$ cat config.mk
export PLATFORM = sky130hd
export DESIGN_NAME = triangle_span_walker_flat
export DESIGN_NICKNAME = d
export VERILOG_FILES = /design/src/rtl/core/tsw_pkg.sv /design/src/rtl/core/tsw_in_if.sv /design/src/rtl/core/tsw_out_if.sv /design/src/rtl/core/tsw_divider.sv /design/src/rtl/core/tsw_edge.sv /design/src/rtl/core/triangle_span_walker.sv /design/src/flat_wrapper.sv
export VERILOG_INCLUDE_DIRS = /design/src /design/src/rtl/core
export SDC_FILE = /design/constraint.sdc
export NUM_CORES = 1
export LEC_CHECK = 0
export BUFFER_PORTS_ARGS = -buffer_cell sky130_fd_sc_hd__buf_2
export CELL_PAD_IN_SITES_DETAIL_PLACEMENT = 2
export CELL_PAD_IN_SITES_GLOBAL_PLACEMENT = 2
export CORE_MARGIN = 3
export CORE_UTILIZATION = 35
export DETAILED_ROUTE_END_ITERATION = 12
export PLACE_DENSITY = 0.79
export REMOVE_ABC_BUFFERS = 1
export SLEW_MARGIN = 20
export SYNTH_ARGS = -nofsm -noshare
export SYNTH_HDL_FRONTEND = slang
export SYNTH_SLANG_ARGS = --single-unit
$ cat constraint.sdc
create_clock -name clk -period 5.23 [get_ports clk]
set_input_delay 0.7845 -clock clk [delete_from_list [all_inputs] [get_ports clk]]
set_output_delay 0.7845 -clock clk [all_outputs]
set_load 0.03 [all_outputs]
$ cat src/rtl/core/assert_macros.svh
// ----------------------------------------------------------------------------
// assert_macros.svh
// Shared assertion macros, clocked on clk and disabled while rst_n is low.
// ----------------------------------------------------------------------------
`ifndef ASSERT_MACROS_SVH
`define ASSERT_MACROS_SVH

// Same-cycle implication
`define TSW_ASSERT_NOW(lbl, ante, cons, msg) \
    lbl: assert property (@(posedge clk) disable iff (!rst_n) (ante) |-> (cons)) \
        else $error(msg);

// Next-cycle implication
`define TSW_ASSERT_NEXT(lbl, ante, cons, msg) \
    lbl: assert property (@(posedge clk) disable iff (!rst_n) (ante) |=> (cons)) \
        else $error(msg);

`endif

$ cat src/rtl/core/tsw_pkg.sv
// ----------------------------------------------------------------------------
// tsw_pkg
// Shared constants and types of the triangle span walker.
// ----------------------------------------------------------------------------
package tsw_pkg;

    // Default coordinate width
    localparam int COORD_BITS_DEFAULT = 10;

    // Item operation codes
    typedef enum logic
    {
        OP_LOAD = 1'b0,
        OP_STEP = 1'b1
    } op_t;

    // Control from the walker to each edge unit
    typedef struct packed
    {
        logic load;     // latch a new edge and start its slope division
        logic advance;  // move the edge offset on by one row
    } edge_ctrl_t;

endpackage

$ cat src/rtl/core/tsw_in_if.sv
// ----------------------------------------------------------------------------
// tsw_in_if
// Input channel: load or step items with three vertices.
// ----------------------------------------------------------------------------
interface tsw_in_if #(
    parameter int COORD_BITS = tsw_pkg::COORD_BITS_DEFAULT
);
    logic                  valid;
    logic                  ready;
    logic                  op;
    logic [COORD_BITS-1:0] vert_a_x;
    logic [COORD_BITS-1:0] vert_a_y;
    logic [COORD_BITS-1:0] vert_b_x;
    logic [COORD_BITS-1:0] vert_b_y;
    logic [COORD_BITS-1:0] vert_c_x;
    logic [COORD_BITS-1:0] vert_c_y;

    modport source
    (
        output valid, op, vert_a_x, vert_a_y, vert_b_x, vert_b_y, vert_c_x, vert_c_y,
        input  ready
    );

    modport sink
    (
        input  valid, op, vert_a_x, vert_a_y, vert_b_x, vert_b_y, vert_c_x, vert_c_y,
        output ready
    );
endinterface

$ cat src/rtl/core/tsw_out_if.sv
// ----------------------------------------------------------------------------
// tsw_out_if
// Output channel: one span per transfer.
// ----------------------------------------------------------------------------
interface tsw_out_if #(
    parameter int COORD_BITS = tsw_pkg::COORD_BITS_DEFAULT
);
    logic                  valid;
    logic                  ready;
    logic [COORD_BITS-1:0] row_y;
    logic [COORD_BITS-1:0] span_start;
    logic [COORD_BITS-1:0] span_end;
    logic                  last_span;

    modport source
    (
        output valid, row_y, span_start, span_end, last_span,
        input  ready
    );

    modport sink
    (
        input  valid, row_y, span_start, span_end, last_span,
        output ready
    );
endinterface

$ cat src/rtl/core/tsw_divider.sv
// ----------------------------------------------------------------------------
// tsw_divider
// Bit-serial restoring divider: one quotient bit per cycle, MSB first.
// ----------------------------------------------------------------------------
module tsw_divider #(
    parameter int COORD_BITS = tsw_pkg::COORD_BITS_DEFAULT
) (
    input  logic                  clk,
    input  logic                  rst_n,
    input  logic                  start,
    input  logic [COORD_BITS-1:0] dividend,
    input  logic [COORD_BITS-1:0] divisor,
    output logic                  busy,
    output logic [COORD_BITS-1:0] quotient,
    output logic [COORD_BITS-1:0] remainder
);
    localparam int CNT_W = $clog2(COORD_BITS + 1);

    logic [COORD_BITS-1:0] dividend_reg, dividend_next;
    logic [COORD_BITS-1:0] rem_reg, rem_next;
    logic [COORD_BITS-1:0] quo_reg, quo_next;
    logic [CNT_W-1:0]      count_reg, count_next;
    logic [COORD_BITS:0]   trial;
    logic [COORD_BITS:0]   diff;
    logic                  fits;

    // Trial subtract of the shifted partial remainder
    assign trial = {rem_reg, dividend_reg[COORD_BITS-1]};
    assign diff  = trial - {1'b0, divisor};
    assign fits  = (trial >= {1'b0, divisor});

    always_comb
    begin
        dividend_next = dividend_reg;
        rem_next      = rem_reg;
        quo_next      = quo_reg;
        count_next    = count_reg;
        if (start)
        begin
            dividend_next = dividend;
            rem_next      = '0;
            quo_next      = '0;
            count_next    = CNT_W'(COORD_BITS);
        end
        else if (count_reg != '0)
        begin
            dividend_next = {dividend_reg[COORD_BITS-2:0], 1'b0};
            rem_next      = fits ? diff[COORD_BITS-1:0] : trial[COORD_BITS-1:0];
            quo_next      = {quo_reg[COORD_BITS-2:0], fits};
            count_next    = count_reg - CNT_W'(1);
        end
    end

    // Hold the bit counter; data registers need no reset
    always_ff @(posedge clk or negedge rst_n)
    begin
        if (!rst_n)
        begin
            count_reg <= '0;
        end
        else
        begin
            count_reg <= count_next;
        end
    end

    always_ff @(posedge clk)
    begin
        dividend_reg <= dividend_next;
        rem_reg      <= rem_next;
        quo_reg      <= quo_next;
    end

    assign busy      = (count_reg != '0);
    assign quotient  = quo_reg;
    assign remainder = rem_reg;

`include "assert_macros.svh"

    `TSW_ASSERT_NOW(a_no_restart, start, !busy, "divider restarted while busy")
    `TSW_ASSERT_NEXT(a_start_runs, start, busy && count_reg == CNT_W'(COORD_BITS),
        "divider did not begin a full pass")
    `TSW_ASSERT_NOW(a_count_range, 1'b1, count_reg <= CNT_W'(COORD_BITS),
        "divider bit counter out of range")

endmodule

$ cat src/rtl/core/tsw_edge.sv
// ----------------------------------------------------------------------------
// tsw_edge
// One triangle edge: slope split into whole and fractional step at load,
// then the offset trunc(i*dx/dy) kept as quotient and remainder per row.
// ----------------------------------------------------------------------------
module tsw_edge #(
    parameter int COORD_BITS = tsw_pkg::COORD_BITS_DEFAULT
) (
    input  logic                   clk,
    input  logic                   rst_n,
    input  tsw_pkg::edge_ctrl_t    ctrl,
    input  logic [COORD_BITS-1:0]  x_from,
    input  logic [COORD_BITS-1:0]  x_to,
    input  logic [COORD_BITS-1:0]  dy,
    output logic                   busy,
    output logic signed [COORD_BITS:0] offset
);
    import tsw_pkg::*;

    logic                  neg_reg;
    logic [COORD_BITS-1:0] dy_reg;
    logic [COORD_BITS-1:0] q_reg, q_next;
    logic [COORD_BITS-1:0] r_reg, r_next;
    logic                  neg_load;
    logic [COORD_BITS-1:0] mag_load;
    logic [COORD_BITS-1:0] step_q;
    logic [COORD_BITS-1:0] step_r;
    logic [COORD_BITS:0]   r_sum;
    logic [COORD_BITS:0]   r_wrap;
    logic                  carry;

    // Magnitude and sign of dx
    assign neg_load = (x_to < x_from);
    assign mag_load = neg_load ? (x_from - x_to) : (x_to - x_from);

    tsw_divider #(
        .COORD_BITS (COORD_BITS)
    ) u_div (
        .clk       (clk),
        .rst_n     (rst_n),
        .start     (ctrl.load),
        .dividend  (mag_load),
        .divisor   (dy_reg),
        .busy      (busy),
        .quotient  (step_q),
        .remainder (step_r)
    );

    // Advance: add the fractional step, carry once into the whole part
    assign r_sum  = {1'b0, r_reg} + {1'b0, step_r};
    assign r_wrap = r_sum - {1'b0, dy_reg};
    assign carry  = (r_sum >= {1'b0, dy_reg});

    always_comb
    begin
        q_next = q_reg;
        r_next = r_reg;
        if (ctrl.load)
        begin
            q_next = '0;
            r_next = '0;
        end
        else if (ctrl.advance)
        begin
            q_next = q_reg + step_q + {{(COORD_BITS-1){1'b0}}, carry};
            r_next = carry ? r_wrap[COORD_BITS-1:0] : r_sum[COORD_BITS-1:0];
        end
    end

    always_ff @(posedge clk)
    begin
        if (ctrl.load)
        begin
            neg_reg <= neg_load;
            dy_reg  <= dy;
        end
        q_reg <= q_next;
        r_reg <= r_next;
    end

    assign offset = neg_reg ? -$signed({1'b0, q_reg}) : $signed({1'b0, q_reg});

`include "assert_macros.svh"

    `TSW_ASSERT_NEXT(a_rem_bound, ctrl.advance && !ctrl.load && dy_reg != '0,
        r_reg < dy_reg, "edge remainder escaped its divisor")
    `TSW_ASSERT_NOW(a_ctrl_excl, 1'b1, !(ctrl.load && ctrl.advance),
        "edge loaded and advanced together")
    `TSW_ASSERT_NOW(a_no_step_busy, ctrl.advance, !busy,
        "edge advanced during slope division")

endmodule

$ cat src/rtl/core/triangle_span_walker.sv
// ----------------------------------------------------------------------------
// triangle_span_walker
// Walks the top part of a triangle and hands out one span per step item.
// ----------------------------------------------------------------------------
// A load item sorts the three vertices by y and then splits each edge slope
// dx/dy into a whole and a fractional step with a bit-serial divider, one
// quotient bit per cycle for both edges in parallel: a load holds the input
// until both dividers are done and gives no span. After that every step
// item, while rows remain, yields one span [start, end) from the top row
// down to the middle row, exclusive, with last_span set on the final one;
// steps with no rows left give nothing. Each span sits in an output
// register, so a step is taken while the previous span waits, as long as
// the sink takes it in the same cycle.
// ----------------------------------------------------------------------------
module triangle_span_walker #(
    parameter int COORD_BITS = tsw_pkg::COORD_BITS_DEFAULT
) (
    input  logic       clk,
    input  logic       rst_n,
    tsw_in_if.sink     in_ch,
    tsw_out_if.source  out_ch
);
    import tsw_pkg::*;

    typedef enum logic
    {
        ST_IDLE,
        ST_LOAD
    } state_t;

    state_t                state_reg, state_next;
    logic [COORD_BITS-1:0] top_x_reg, top_x_next;
    logic [COORD_BITS-1:0] top_y_reg, top_y_next;
    logic [COORD_BITS-1:0] row_index_reg, row_index_next;
    logic [COORD_BITS-1:0] rows_total_reg, rows_total_next;
    logic                  out_valid_reg, out_valid_next;
    logic [COORD_BITS-1:0] row_y_reg, row_y_next;
    logic [COORD_BITS-1:0] start_reg, start_next;
    logic [COORD_BITS-1:0] end_reg, end_next;
    logic                  last_reg, last_next;

    logic                  in_ready;
    logic                  in_accept;
    logic                  rows_left;
    logic [COORD_BITS-1:0] row_inc;
    edge_ctrl_t            edge_ctrl;
    logic                  left_busy;
    logic                  right_busy;
    logic signed [COORD_BITS:0] left_off;
    logic signed [COORD_BITS:0] right_off;
    logic signed [COORD_BITS:0] lo_off;
    logic signed [COORD_BITS:0] hi_off;

    // Sorted vertices
    logic [COORD_BITS-1:0] sx0, sy0, sx1, sy1, sx2, sy2, tx, ty;

    // Order the vertices by y with three strict compare-and-swap stages
    always_comb
    begin
        tx  = '0;
        ty  = '0;
        sx0 = in_ch.vert_a_x;
        sy0 = in_ch.vert_a_y;
        sx1 = in_ch.vert_b_x;
        sy1 = in_ch.vert_b_y;
        sx2 = in_ch.vert_c_x;
        sy2 = in_ch.vert_c_y;
        if (sy0 > sy1)
        begin
            tx = sx0; ty = sy0;
            sx0 = sx1; sy0 = sy1;
            sx1 = tx;  sy1 = ty;
        end
        if (sy0 > sy2)
        begin
            tx = sx0; ty = sy0;
            sx0 = sx2; sy0 = sy2;
            sx2 = tx;  sy2 = ty;
        end
        if (sy1 > sy2)
        begin
            tx = sx1; ty = sy1;
            sx1 = sx2; sy1 = sy2;
            sx2 = tx;  sy2 = ty;
        end
    end

    // Accept only when idle and the output register is free or draining
    assign in_ready  = (state_reg == ST_IDLE) && (!out_valid_reg || out_ch.ready);
    assign in_accept = in_ch.valid && in_ready;
    assign rows_left = (row_index_reg < rows_total_reg);
    assign row_inc   = row_index_reg + COORD_BITS'(1);

    assign edge_ctrl.load    = in_accept && (in_ch.op == OP_LOAD);
    assign edge_ctrl.advance = in_accept && (in_ch.op == OP_STEP) && rows_left;

    tsw_edge #(
        .COORD_BITS (COORD_BITS)
    ) u_left (
        .clk    (clk),
        .rst_n  (rst_n),
        .ctrl   (edge_ctrl),
        .x_from (sx0),
        .x_to   (sx1),
        .dy     (sy1 - sy0),
        .busy   (left_busy),
        .offset (left_off)
    );

    tsw_edge #(
        .COORD_BITS (COORD_BITS)
    ) u_right (
        .clk    (clk),
        .rst_n  (rst_n),
        .ctrl   (edge_ctrl),
        .x_from (sx0),
        .x_to   (sx2),
        .dy     (sy2 - sy0),
        .busy   (right_busy),
        .offset (right_off)
    );

    // Put the smaller offset first
    assign lo_off = (left_off > right_off) ? right_off : left_off;
    assign hi_off = (left_off > right_off) ? left_off : right_off;

    // Walk control and output register
    always_comb
    begin
        state_next      = state_reg;
        top_x_next      = top_x_reg;
        top_y_next      = top_y_reg;
        row_index_next  = row_index_reg;
        rows_total_next = rows_total_reg;
        out_valid_next  = out_valid_reg && !out_ch.ready;
        row_y_next      = row_y_reg;
        start_next      = start_reg;
        end_next        = end_reg;
        last_next       = last_reg;
        unique case (state_reg)
            ST_IDLE:
            begin
                if (edge_ctrl.load)
                begin
                    top_x_next      = sx0;
                    top_y_next      = sy0;
                    row_index_next  = '0;
                    rows_total_next = sy1 - sy0;
                    state_next      = ST_LOAD;
                end
                else if (edge_ctrl.advance)
                begin
                    out_valid_next = 1'b1;
                    row_y_next     = top_y_reg + row_index_reg;
                    start_next     = top_x_reg + lo_off[COORD_BITS-1:0];
                    end_next       = top_x_reg + hi_off[COORD_BITS-1:0];
                    last_next      = (row_inc == rows_total_reg);
                    row_index_next = row_inc;
                end
            end
            ST_LOAD:
            begin
                if (!left_busy && !right_busy)
                begin
                    state_next = ST_IDLE;
                end
            end
            default:
            begin
                state_next = ST_IDLE;
            end
        endcase
    end

    // Hold state and registered outputs
    always_ff @(posedge clk or negedge rst_n)
    begin
        if (!rst_n)
        begin
            state_reg      <= ST_IDLE;
            top_x_reg      <= '0;
            top_y_reg      <= '0;
            row_index_reg  <= '0;
            rows_total_reg <= '0;
            out_valid_reg  <= 1'b0;
            row_y_reg      <= '0;
            start_reg      <= '0;
            end_reg        <= '0;
            last_reg       <= 1'b0;
        end
        else
        begin
            state_reg      <= state_next;
            top_x_reg      <= top_x_next;
            top_y_reg      <= top_y_next;
            row_index_reg  <= row_index_next;
            rows_total_reg <= rows_total_next;
            out_valid_reg  <= out_valid_next;
            row_y_reg      <= row_y_next;
            start_reg      <= start_next;
            end_reg        <= end_next;
            last_reg       <= last_next;
        end
    end

    assign in_ch.ready       = in_ready;
    assign out_ch.valid      = out_valid_reg;
    assign out_ch.row_y      = row_y_reg;
    assign out_ch.span_start = start_reg;
    assign out_ch.span_end   = end_reg;
    assign out_ch.last_span  = last_reg;

`include "assert_macros.svh"

    `TSW_ASSERT_NOW(a_edges_in_step, 1'b1, left_busy == right_busy,
        "edge dividers out of step")
    `TSW_ASSERT_NOW(a_row_bound, 1'b1, row_index_reg <= rows_total_reg,
        "row index ran past the middle row")
    `TSW_ASSERT_NEXT(a_step_emits, edge_ctrl.advance, out_valid_reg,
        "step with rows left gave no span")

endmodule

$ cat src/flat_wrapper.sv
// flat-port wrapper written by rule: the top's interface ports become plain ports
module triangle_span_walker_flat import tsw_pkg::*;
#(
    parameter int COORD_BITS = tsw_pkg::COORD_BITS_DEFAULT
)
  (clk, rst_n, in_ch_valid, in_ch_op, in_ch_vert_a_x, in_ch_vert_a_y, in_ch_vert_b_x, in_ch_vert_b_y, in_ch_vert_c_x, in_ch_vert_c_y, in_ch_ready, out_ch_valid, out_ch_row_y, out_ch_span_start, out_ch_span_end, out_ch_last_span, out_ch_ready);
  tsw_in_if #(.COORD_BITS(COORD_BITS)) in_ch_i ();
  tsw_out_if #(.COORD_BITS(COORD_BITS)) out_ch_i ();
  input  logic clk;
  input  logic rst_n;
  input wire logic [$bits(in_ch_i.valid)-1:0] in_ch_valid;
  input wire logic [$bits(in_ch_i.op)-1:0] in_ch_op;
  input wire logic [$bits(in_ch_i.vert_a_x)-1:0] in_ch_vert_a_x;
  input wire logic [$bits(in_ch_i.vert_a_y)-1:0] in_ch_vert_a_y;
  input wire logic [$bits(in_ch_i.vert_b_x)-1:0] in_ch_vert_b_x;
  input wire logic [$bits(in_ch_i.vert_b_y)-1:0] in_ch_vert_b_y;
  input wire logic [$bits(in_ch_i.vert_c_x)-1:0] in_ch_vert_c_x;
  input wire logic [$bits(in_ch_i.vert_c_y)-1:0] in_ch_vert_c_y;
  output wire logic [$bits(in_ch_i.ready)-1:0] in_ch_ready;
  output wire logic [$bits(out_ch_i.valid)-1:0] out_ch_valid;
  output wire logic [$bits(out_ch_i.row_y)-1:0] out_ch_row_y;
  output wire logic [$bits(out_ch_i.span_start)-1:0] out_ch_span_start;
  output wire logic [$bits(out_ch_i.span_end)-1:0] out_ch_span_end;
  output wire logic [$bits(out_ch_i.last_span)-1:0] out_ch_last_span;
  input wire logic [$bits(out_ch_i.ready)-1:0] out_ch_ready;
  assign in_ch_i.valid = in_ch_valid;
  assign in_ch_i.op = in_ch_op;
  assign in_ch_i.vert_a_x = in_ch_vert_a_x;
  assign in_ch_i.vert_a_y = in_ch_vert_a_y;
  assign in_ch_i.vert_b_x = in_ch_vert_b_x;
  assign in_ch_i.vert_b_y = in_ch_vert_b_y;
  assign in_ch_i.vert_c_x = in_ch_vert_c_x;
  assign in_ch_i.vert_c_y = in_ch_vert_c_y;
  assign in_ch_ready = in_ch_i.ready;
  assign out_ch_valid = out_ch_i.valid;
  assign out_ch_row_y = out_ch_i.row_y;
  assign out_ch_span_start = out_ch_i.span_start;
  assign out_ch_span_end = out_ch_i.span_end;
  assign out_ch_last_span = out_ch_i.last_span;
  assign out_ch_i.ready = out_ch_ready;
  triangle_span_walker #(.COORD_BITS(COORD_BITS)) u_core (.clk(clk), .rst_n(rst_n), .in_ch(in_ch_i), .out_ch(out_ch_i));
endmodule
==> reports/results.txt <==
status: finished with violations
failing checks: negative setup slack
DR top layer: met5
headroom to the max-slew limit: 24.27%
Reg clk slew, reported paths: 100 ps
critical path's most frequent cell: buf_4
synth unique cells: 74
fin crit period: 9524 ps
Async S/R FF share, synth: 39.90%
EDFF count, synth: 42
Cell Rows: 80
Synth top cells by count: nand2_1, ha_1, inv_1
nets: 2863
total CTS buffers: 26
biggest fanout along the worst timing path: 8
Mapped Avg Cell Area: 8.344 um^2
CTS sink count: 203
total global-route track usage: 40.87%
Worst EP arrival: 9830 ps
post-route design area: 24220 um^2
worst path bufs/invs: 14
Post-Place Cells: 3090
Setup Slack @ Placement: -4443 ps
number of port buffers: 97
endpoints failing setup: 85
DR vias/cell: 6.868
area grow syn2layout: 39.50%
total of max-cap violations: 0
antenna violations before repair: 11
synth warn: 0
CTS tree: yes
Hold Fails Final Rpt: 0
synthesized instance count: 2081
antenna-violating nets left: 0
DR WL/cell: 40.39 um
synthesis-stage register bit count: 203
GPL Wtd Cong: 0.8676
I/O pins: 98
first-pass GRT wire length: 162000 um
die area: 52320 um^2
met3 WL: 14380 um
Final Hold Slack: 292.9 ps
Synth Flop Type: dfrtp_1
total grt overflow: 0
post-synthesis sequential area ratio: 28.16%
CTS root buf: clkbuf_16
post-route clock period utilization: 182.1%
Crit Path Class: input pin to flip-flop
Critical Path Max Stage Delay: 430 ps
final WL: 130800 um
initial core utilization: 35.92%
Worst-Margin Slew: 1136 ps
Chip Width: 228.7 um
most frequent cell after synthesis: nand2_1
Non-Filler Instances: 3240
slowest CP cell: o21ai_0
RSZ-0062 raised after global routing: yes
hold buffer count at cts: 0
Hold Path Class: input pin to asynchronous set/reset pin
CTS max path bufs: 3
wl on met1: 45080 um
DRC Markers: 0
metal2 WL: 57800 um
CP required: 5540 ps
CP Capture Type: flip-flop
top cell type's share of synthesized area: 15.64%
final slew viol count: 0
FMAX: 105.0 MHz
vias in the first global route: 23192
top cells by area, synth: ha_1, dfrtp_1, dfxtp_1, edfxtp_1, nand2_1
Final Skew: 36.90 ps
final setup margin: -4294 ps
worst skew pair latency: 610 ps
Top delay family on crit path: compound AO/OA/AOI/OAI gates
startpoint types: input pin
via count: 22253
Mapped Area: 17360 um^2
largest area contributor in the netlist: ha_1
Placed Area: 20940 um^2
H-tree levels: 1
layout cells sized above 1: 33.27%
drt pass-1 iters: 5
dpl hpwl: 56030 um
Die H: 228.7 um
maximum number of pins on one net before global-route repair: 83
Core ar.: 48350 um^2
drt first-iter violations: 2826
==> logic make-up (layout without fill, tap and decap cells) <==
logic type | after synthesis | after routing | synth area share (%)
other cells | 0 | 2 | 0
fa+ha+maj | 236 | 236 | 17.83
simple gates | 545 | 546 | 14.10
xor+xnor | 142 | 142 | 7.162
buf+inv | 273 | 773 | 5.973
compound gates | 581 | 581 | 20.82
mux | 101 | 101 | 5.952
flops | 203 | 203 | 28.16
==> layout make-up <==
type / instances / area, um^2
timing repair buffer: 530 / 3950
tap: 656 / 820.8
clock inverter: 11 / 141.4
antenna: 2 / 5.005
sequential: 203 / 4893
fill: 5165 / 24120
multi-input combinational: 1606 / 12920
inverter: 195 / 735.7
clock buffer: 37 / 754.5
==> stage by stage <==
| step | utilization, % | setup TNS [ps] |
|---|---|---|
| global placement | 43.31 | -132430 |
| detailed placement | 43.31 | -189660 |
| finish | 50.10 | -189570 |
| CTS | 48.07 | -113360 |
| floorplan | - | -297120 |
| global route | 50.09 | -194720 |
==> what timing repair did <==
item                       in CTS  in global routing
hold endpoints to repair        0                  0
resized for setup             213                133
pin swaps                      64                 66
cloned                          2                  1
setup buffers                  67                 32
setup endpoints to repair      71                 89
==> final timing paths <==
kind	from	endpoint	slack, ps	depth (start not counted)
worst max-delay path	in_ch_vert_b_y[9]	u_core.u_left.u_div.dividend_reg[3]$_DFFE_PP_	-4290	46
worst min-delay path	rst_n	u_core.top_y_reg[9]$_DFFE_PN0P_	290	1
worst max register to register	u_core.u_right.r_reg[1]$_SDFFE_PP0P_	u_core.u_right.q_reg[8]$_SDFFE_PP0P_	-1140	26
worst min register to register	u_core.out_ch.valid$_DFF_PN0_	u_core.out_ch.valid$_DFF_PN0_	510	1
max in group asynchronous	rst_n	u_core.top_y_reg[2]$_DFFE_PN0P_	3920	2
min in group clk	u_core.out_ch.valid$_DFF_PN0_	u_core.out_ch.valid$_DFF_PN0_	510	1
==> per-layer routing <==
metal / up-vias / track usage (%)
met1: 10894 / 45.35
met3: 961 / 8.637
met4: 10 / 26.44
met5: - / 0
li1: 8228 / -
met2: 2160 / 70.93
==> cell usage in the layout (no fill, tap or decap), drive strengths merged, types with 4 or more instances in the layout <==
cell,netlist,final
buf,8,528
nand2,238,238
ha,217,217
inv,195,197
o21ai,196,196
a21oi,152,152
nor2,127,128
xnor2,92,92
mux2i,83,83
dfrtp,81,81
dfxtp,80,80
xor2,50,50
nand3,49,49
edfxtp,42,42
a21o,38,38
clkbuf,70,38
o21bai,36,36
o21a,33,33
nor3,30,30
a211oi,27,27
nor2b,25,25
fa,19,19
nand4,18,18
mux2,18,18
o22a,16,16
nand2b,15,15
a21boi,14,14
o31ai,12,12
a31oi,11,11
or3,10,10
and2,8,8
and3,6,6
o31a,5,5
clkinv,0,5
or2,5,5
a221o,4,4
o22ai,4,4
Power is not shown: default switching activity piles up to over one toggle a cycle in this logic, so the estimate is an artifact.
